`src/design/tcacc_pkg.sv`:
```
// Shared types and constants for the 64.64 uptime accumulator.
// No dependencies; imported by the controller, datapath and top level.
package tcacc_pkg;

	localparam int COUNTER_BITS = 64;
	localparam logic [63:0] COUNT_WMASK = 64'(~64'd0 >> (64 - COUNTER_BITS));
	localparam logic [31:0] NS_PER_S = 32'd1000000000;
	localparam logic [31:0] US_PER_S = 32'd1000000;
	localparam int ACC_W = 128;
	localparam int NS_W = 30;
	localparam int US_W = 20;
	localparam int CFG_IDX_W = 3;

	typedef enum logic [1:0] {
		MODE_TICK   = 2'd0,
		MODE_UPTIME = 2'd1,
		MODE_WALL   = 2'd2,
		MODE_REBASE = 2'd3
	} mode_t;

	typedef enum logic [CFG_IDX_W-1:0] {
		CFG_ENABLE     = 3'd0,
		CFG_SCALE      = 3'd1,
		CFG_CMASK      = 3'd2,
		CFG_BOOT_SEC   = 3'd3,
		CFG_BOOT_FRAC  = 3'd4
	} cfg_reg_t;

	// Partial-product selects for the shared 32x32 multiplier
	typedef enum logic [2:0] {
		OP_LL,
		OP_LH,
		OP_HL,
		OP_HH,
		OP_NS_L,
		OP_NS_H,
		OP_US_L,
		OP_US_H
	} op_sel_t;

	typedef enum logic [3:0] {
		S_IDLE,
		S_START,
		S_M0,
		S_M1,
		S_M2,
		S_M3,
		S_MDRAIN,
		S_SUM,
		S_WALL,
		S_N0,
		S_N1,
		S_NDRAIN,
		S_U0,
		S_U1,
		S_UDRAIN,
		S_DONE
	} state_t;

	typedef struct packed {
		logic    in_load;
		logic    acc_clr;
		logic    mul_issue;
		op_sel_t mul_op;
		logic    sum;
		logic    wall;
		logic    ns_cap;
		logic    out_load;
	} dp_cmd_t;

	typedef struct packed {
		logic  enable;
		mode_t mode;
		logic  out_free;
	} dp_status_t;

endpackage

```
`src/design/tcacc_ctrl.sv`:
```
// Sequencer for the uptime accumulator: walks each item through the steps.
// Depends on tcacc_pkg; drives the datapath through dp_cmd_t only.
module tcacc_ctrl (
	input  logic                   clk,
	input  logic                   arst_n,
	input  logic                   in_valid,
	output logic                   in_ready,
	input  tcacc_pkg::dp_status_t  status,
	output tcacc_pkg::dp_cmd_t     cmd
);
	import tcacc_pkg::*;

	state_t state_q, state_d;

	always_ff @(posedge clk or negedge arst_n) begin
		if (!arst_n) begin
			state_q <= S_IDLE;
		end else begin
			state_q <= state_d;
		end
	end

	always_comb begin
		state_d = state_q;
		unique case (state_q)
			S_IDLE:   if (in_valid) state_d = S_START;
			S_START: begin
				if (!status.enable)
					state_d = S_DONE;
				else if (status.mode == MODE_REBASE)
					state_d = S_SUM;
				else
					state_d = S_M0;
			end
			S_M0:     state_d = S_M1;
			S_M1:     state_d = S_M2;
			S_M2:     state_d = S_M3;
			S_M3:     state_d = S_MDRAIN;
			S_MDRAIN: state_d = S_SUM;
			S_SUM:    state_d = (status.mode == MODE_WALL) ? S_WALL : S_N0;
			S_WALL:   state_d = S_N0;
			S_N0:     state_d = S_N1;
			S_N1:     state_d = S_NDRAIN;
			S_NDRAIN: state_d = S_U0;
			S_U0:     state_d = S_U1;
			S_U1:     state_d = S_UDRAIN;
			S_UDRAIN: state_d = S_DONE;
			S_DONE:   if (status.out_free) state_d = S_IDLE;
			default:  state_d = S_IDLE;
		endcase
	end

	always_comb begin
		in_ready = 1'b0;
		cmd = '0;
		cmd.mul_op = OP_LL;
		unique case (state_q)
			S_IDLE: begin
				in_ready    = 1'b1;
				cmd.in_load = in_valid;
				cmd.acc_clr = in_valid;
			end
			S_M0: begin
				cmd.mul_issue = 1'b1;
				cmd.mul_op    = OP_LL;
			end
			S_M1: begin
				cmd.mul_issue = 1'b1;
				cmd.mul_op    = OP_LH;
			end
			S_M2: begin
				cmd.mul_issue = 1'b1;
				cmd.mul_op    = OP_HL;
			end
			S_M3: begin
				cmd.mul_issue = 1'b1;
				cmd.mul_op    = OP_HH;
			end
			S_SUM:  cmd.sum  = 1'b1;
			S_WALL: cmd.wall = 1'b1;
			S_N0: begin
				cmd.acc_clr   = 1'b1;
				cmd.mul_issue = 1'b1;
				cmd.mul_op    = OP_NS_L;
			end
			S_N1: begin
				cmd.mul_issue = 1'b1;
				cmd.mul_op    = OP_NS_H;
			end
			S_U0: begin
				// ns result is read out of the accumulator as it is cleared
				cmd.ns_cap    = 1'b1;
				cmd.acc_clr   = 1'b1;
				cmd.mul_issue = 1'b1;
				cmd.mul_op    = OP_US_L;
			end
			S_U1: begin
				cmd.mul_issue = 1'b1;
				cmd.mul_op    = OP_US_H;
			end
			S_DONE: cmd.out_load = status.out_free;
			default: begin
			end
		endcase
	end

endmodule

```
`config.mk`:
```
export PLATFORM = sky130hd
export DESIGN_NAME = tcacc_ctrl
export DESIGN_NICKNAME = d
export VERILOG_FILES = /design/src/design/tcacc_pkg.sv /design/src/design/tcacc_ctrl.sv
export SDC_FILE = /design/constraint.sdc
export NUM_CORES = 1
export LEC_CHECK = 0
export ABC_AREA = 1
export ABC_CLOCK_PERIOD_IN_PS = 1740
export BUFFER_PORTS_ARGS = -buffer_cell sky130_fd_sc_hd__buf_2
export CAP_MARGIN = 10
export CORE_AREA = 2 2 39 41
export CTS_BUF_LIST = sky130_fd_sc_hd__clkbuf_8
export DETAILED_ROUTE_END_ITERATION = 8
export DIE_AREA = 0 0 41 43
export SYNTH_ARGS = -nofsm -noshare
export SYNTH_HDL_FRONTEND = slang
export SYNTH_SLANG_ARGS = --single-unit
```
`constraint.sdc`:
```
create_clock -name clk -period 1.74 [get_ports clk]
set_clock_uncertainty 0.2 [all_clocks]
set_input_delay 0.174 -clock clk [delete_from_list [all_inputs] [get_ports clk]]
set_output_delay 0.174 -clock clk [all_outputs]
set_load 0.1 [all_outputs]
```
==> results of run 1 <==
synthesized netlist by cell type, drive strengths merged, types with 2 or more instances:
cell type,number
a21oi,4
dfrtp,4
ha,4
inv,16
nand2,27
nand3,2
nor2,14
nor3,4
o21ai,4
area by class of cell:
| cell class | count | area (µm²) | share of cell area [%] |
|---|---|---|---|
| Sequential cell | 4 | 101 | 7.72 |
| Tap cell | 16 | 20.0 | 1.53 |
| Timing Repair Buffer | 54 | 559 | 42.6 |
| Clock buffer | 3 | 41.3 | 3.15 |
| Inverter | 16 | 77.6 | 5.91 |
| Multi-Input combinational cell | 62 | 513 | 39.1 |
through the flow:
step	worst slack (ns)	utilization [%]
3_3_place_gp	-0.174	74.6
6_report	-0.244	94.8
4_1_cts	-0.211	87.2
3_5_place_dp	-0.221	74.6
5_1_grt	-0.287	94.8
2_1_floorplan	-0.812	-
kinds of logic (layout without fill, tap and decap cells):
| group | count (synthesis) | count (layout) | share of synthesized area [%] |
|---|---|---|---|
| compound gates | 10 | 10 | 11.7 |
| flops | 4 | 4 | 19.5 |
| simple gates | 48 | 48 | 44.8 |
| buf+inv | 17 | 73 | 14.4 |
| fa+ha+maj | 4 | 4 | 9.73 |
per-layer routing:
metal / up-vias / part of all wire (%) / global-route usage (%)
met2: 79 / 50 / 48.4
met3: 33 / 8.9 / 4.71
met1: 396 / 32 / 30.3
li1: 372 / - / -
met5: - / 0 / 0
met4: 0 / 8.8 / 19.3
final timing paths:
| kind | slack (ns) | startpoint | end | depth (start not counted) |
|---|---|---|---|---|
| worst max-delay path | -0.24 | state_q[0] | cmd[7] | 8 |
| worst min-delay path | 0.09 | arst_n | state_q[3] | 2 |
| worst max register to register | -0.16 | state_q[0] | state_q[0] | 12 |
| worst min register to register | 0.48 | state_q[0] | state_q[0] | 3 |
| max in group asynchronous | 1.11 | arst_n | state_q[2] | 2 |
| min in group clk | 0.11 | status[3] | state_q[2] | 4 |
critical path: stages, from the launching register on:
cell and delay (ns):
dfrtp_1 0.40, inv_2 0.13, ha_4 0.17, inv_4 0.04, buf_6 0.12, nand2_2 0.08, nand2_2 0.06, o211ai_1 0.12
buf_6 0.26
timing repair:
item,CTS,global route
cloned,0,0
endpoints found under the hold margin,4,0
hold buffers,1,0
buffers inserted,4,5
setup endpoints to repair,11,15
pin swaps,7,9
resized for setup,27,26
==> results.yml, run 1 <==
run_status:
  outcome: "finished with violations"
  violations: "negative setup slack"
placed_design:
  dp_hpwl_mm: 1.40
  placed_area_um2: 1030
  dp_cells: 144
  numPortBuffers: 17
  place.gp.congestion: 0.892
timing:
  layout_setup_ws_ns: -0.244
  clock.fmax_mhz: 504
  fin_hold_ws_ns: 0.0938
  rsz0062_at_grt: "yes"
  setup-tns-final_ns: -2.02
  finalCriticalPeriod_ns: 1.98
  min_period_over_period_pct: 114
  tightest_slew_ns: 0.222
  final_max_slew_viol_count: 0
  hold_violations: 0
  relSlewSlack_pct: 85.2
  setup-violations-final: 15
yosys:
  ys_seq_elements: 4
  yosys-top-cells-area: "dfrtp_1 19%, nand2_1 16%, ha_1 9.7%"
  yosysTopAreaCellShare_pct: 19.5
  ys_warn_count: 0
  synth.yosys.seq_area_share_pct: 19.5
  ys_types: 21
  syn_inst: 83
  syn_area_um2: 514
  avgSynthCellArea_um2: 6.20
  synth_ff_type: "dfrtp_1"
  synth_largest_area_cell: "dfrtp_1"
  synth_fp_nets: 94
  synth_enable_flop_cells: 0
  async_reset_ff_share_pct: 100
grt:
  antenna_found_initial: 0
  grt_max_degree: 6
  overflow: 0
  grt.total_usage_pct: 28.8
  grt_pass1_vias: 818
  grt_first_pass_wirelength_mm: 3.37
final_layout:
  largest_reg_flops: 4
  final_nets: 152
  diodes: 0
  regMostFlops: "state_q"
  drive_above_1_share_pct: 77.0
  final_common_cell: "buf_4"
  stdcell_count: 155
  area_growth_pct: 155
  fillers: 35
  post-route-cell-area_um2: 1310
  largest_registers: "state_q: 4 flops"
  mostFrequentLayoutCells: "26 x buf_4, 14 x nand2_1, 13 x nand2_2"
clocking:
  cts_max_level: 1
  cts_buffer_depth: 2
  clk-insertion-delay-late_ns: 0.23
  cts.sinks: 4
  cts_tree: "yes"
  cts_root_buf: "clkbuf_8"
  clk_pin_slew_ns: 0.04
  cts_buffers: 3
die:
  ios: 18
  dieArea_um2: 1760
  rows: 14
  die_y_um: 43
  die_x_um: 41
  start_util_pct: 37.2
  core_um2: 1380
critical_path:
  critPathKind: "flop to output port"
  crit_fanout: 3
  crit_path_end_kind: "output port"
  startpoint_type: "flop"
  cp_data_required_time_ns: 1.37
  crit_arrival_ns: 1.61
detailed_routing:
  postRouteAntennaNets: 0
  post-route-drc-count: 0
  wire_per_inst_um: 19.7
  drt_pass1_iterations: 4
  postRouteWirelength_mm: 3.05
  drt_iter0_markers: 46
  via_per_inst: 5.68
  num_vias: 880
hold_path:
  hp-class: "input pin to async pin"
run:
  maxCapViolations: 0
Power of run 1 is not shown: default switching activity piles up to over one toggle a cycle in this logic, so the estimate is an artifact.
==> run 2, diff against run 1 <==
--- a/config.mk
+++ b/config.mk
@@ -7,7 +7,7 @@
 export LEC_CHECK = 0
 export ABC_AREA = 1
 export ABC_CLOCK_PERIOD_IN_PS = 1740
-export BUFFER_PORTS_ARGS = -buffer_cell sky130_fd_sc_hd__buf_2
+export BUFFER_PORTS_ARGS = -buffer_cell sky130_fd_sc_hd__buf_4
 export CAP_MARGIN = 10
 export CORE_AREA = 2 2 39 41
 export CTS_BUF_LIST = sky130_fd_sc_hd__clkbuf_8
==> run 2 against run 1 <==
  * The flow still finishes with violations (negative setup slack)
  * Cell count down 7.1%
  * Hold slack about the same
  * Sequential share of layout area up 0.90 points
  * Largest cell class is now multi-input combinational cells
  * Non-clock buffer count down 11
  * Register-to-register slack better by 0.14 ns
  * Core utilization down 9.9 points
  * Flip-flop and latch count unchanged
  * Fmax up 0.16%
  * Routed wire length down 36%
  * Global-route usage down 4.4 points
  * First-iteration DRC count down 78%
==> results.yml, run 2 (synthesized netlist as in run 1, its figures left out) <==
final_layout:
  mostFrequentLayoutCells: "22 x buf_4, 19 x nand2_1, 13 x buf_6"
  regMostFlops: "state_q"
  fillers: 78
  area_growth_pct: 128
  drive_above_1_share_pct: 69.5
  largest_reg_flops: 4
  final_util_pct: 84.9
  final_common_cell: "buf_4"
  largest_registers: "state_q: 4 flops"
  final_nets: 141
  diodes: 0
die:
  rows: 14
  die_y_um: 43
  core_um2: 1380
  die_x_um: 41
  start_util_pct: 37.2
  dieArea_um2: 1760
  ios: 18
detailed_routing:
  num_vias: 709
  drt_iter0_markers: 10
  drt_pass1_iterations: 4
  wire_per_inst_um: 13.5
  postRouteWirelength_mm: 1.94
  postRouteAntennaNets: 0
  post-route-drc-count: 0
  via_per_inst: 4.92
grt:
  overflow: 0
  antenna_found_initial: 0
  grt.total_usage_pct: 24.4
  grt_pass1_vias: 716
  grt_max_degree: 6
  grt_first_pass_wirelength_mm: 2.82
timing:
  rsz0062_at_grt: "yes"
  min_period_over_period_pct: 114
  final_max_slew_viol_count: 0
  clock.fmax_mhz: 505
  layout_setup_ws_ns: -0.241
  finalCriticalPeriod_ns: 1.98
  hold_violations: 0
  setup-violations-final: 10
  tightest_slew_ns: 0.256
  relSlewSlack_pct: 82.9
critical_path:
  path_common_cell: "buf_6"
  crit_fanout: 4
  critPathKind: "flop to output port"
  cp_cell_sequence: "buf_6 -> ha_4 -> inv_4 -> nor2_2 -> nor3_2 -> o211ai_1 -> buf_6"
  slowest_stage: "dfrtp_1"
  crit_family: "buffers and inverters"
  startpoint_type: "flop"
  max_stage_delay_ns: 0.39
  path_buf_inv: 3
  cp_data_required_time_ns: 1.37
  crit_path_end_kind: "output port"
  crit_arrival_ns: 1.61
clocking:
  clk-insertion-delay-late_ns: 0.22
  cts_tree: "yes"
  cts_max_level: 1
  cts_root_buf: "clkbuf_8"
  cts_buffers: 3
  cts_buffer_depth: 2
  cts.sinks: 4
  clk_pin_slew_ns: 0.03
run_status:
  outcome: "finished with violations"
  violations: "negative setup slack"
placed_design:
  numPortBuffers: 17
  dp_hpwl_mm: 1.18
  place.gp.congestion: 0.825
run:
  maxCapViolations: 0
hold_path:
  hp-class: "input pin to async pin"
run 2: changes by cell type in the layout (fill, tap and decap cells not counted), moves of 2 or more:
| cell | previous run | this run |
|---|---|---|
| buf_4 | 26 | 22 |
| buf_12 | 10 | 7 |
| buf_6 | 11 | 13 |
| nand2_2 | 13 | 8 |
| nand2_1 | 14 | 19 |
| buf_2 | 6 | 0 |
run 2: per-stage QoR:
step,TNS (ns),setup WS [ns],cells,hold WS [ns],cell area [µm²]
2_1_floorplan,-3.37,-0.812,83,-0.322,601
3_3_place_gp,-0.324,-0.177,134,-0.230,880
3_5_place_dp,-0.419,-0.205,134,-0.231,880
4_1_cts,-0.838,-0.194,141,0.0899,1130
5_1_grt,-1.81,-0.253,144,0.106,1170
6_report,-1.12,-0.241,144,0.0941,1170
run 2: layout make-up:
type,instances,area [µm²],area share [%]
Sequential cell,4,101,8.63
Timing Repair Buffer,43,462,39.3
Inverter,16,72.6,6.18
Clock buffer,3,41.3,3.51
Tap cell,16,20.0,1.70
Multi-Input combinational cell,62,478,40.7
run 2: path summary, 6_finish.rpt:
| kind | from | end | slack [ns] | depth (start not counted) |
|---|---|---|---|---|
| worst min register to register | state_q[0] | state_q[0] | 0.41 | 2 |
| worst min-delay path | arst_n | state_q[3] | 0.09 | 2 |
| worst max-delay path | state_q[1] | cmd[7] | -0.24 | 7 |
| worst max register to register | state_q[0] | state_q[3] | -0.02 | 10 |
| max in group asynchronous | arst_n | state_q[0] | 1.13 | 2 |
| min in group clk | status[3] | state_q[2] | 0.11 | 4 |
run 2: metal layers:
layer | vias to the layer above | GRT usage [%] | wire length [µm]
met3 | 4 | 6.81 | 36
li1 | 348 | - | -
met5 | - | 0 | 0
met2 | 14 | 40.3 | 1160
met4 | 0 | 22.0 | 37
met1 | 343 | 22.0 | 710
run 2: timing repair:
action	CTS	global route
endpoints found under the setup margin	11	13
gates cloned	0	0
pin swaps	8	6
hold buffers	1	0
setup buffers	3	3
hold endpoints to repair	4	0
gates resized for setup	46	9
Power of run 2 is left out for the same reason.
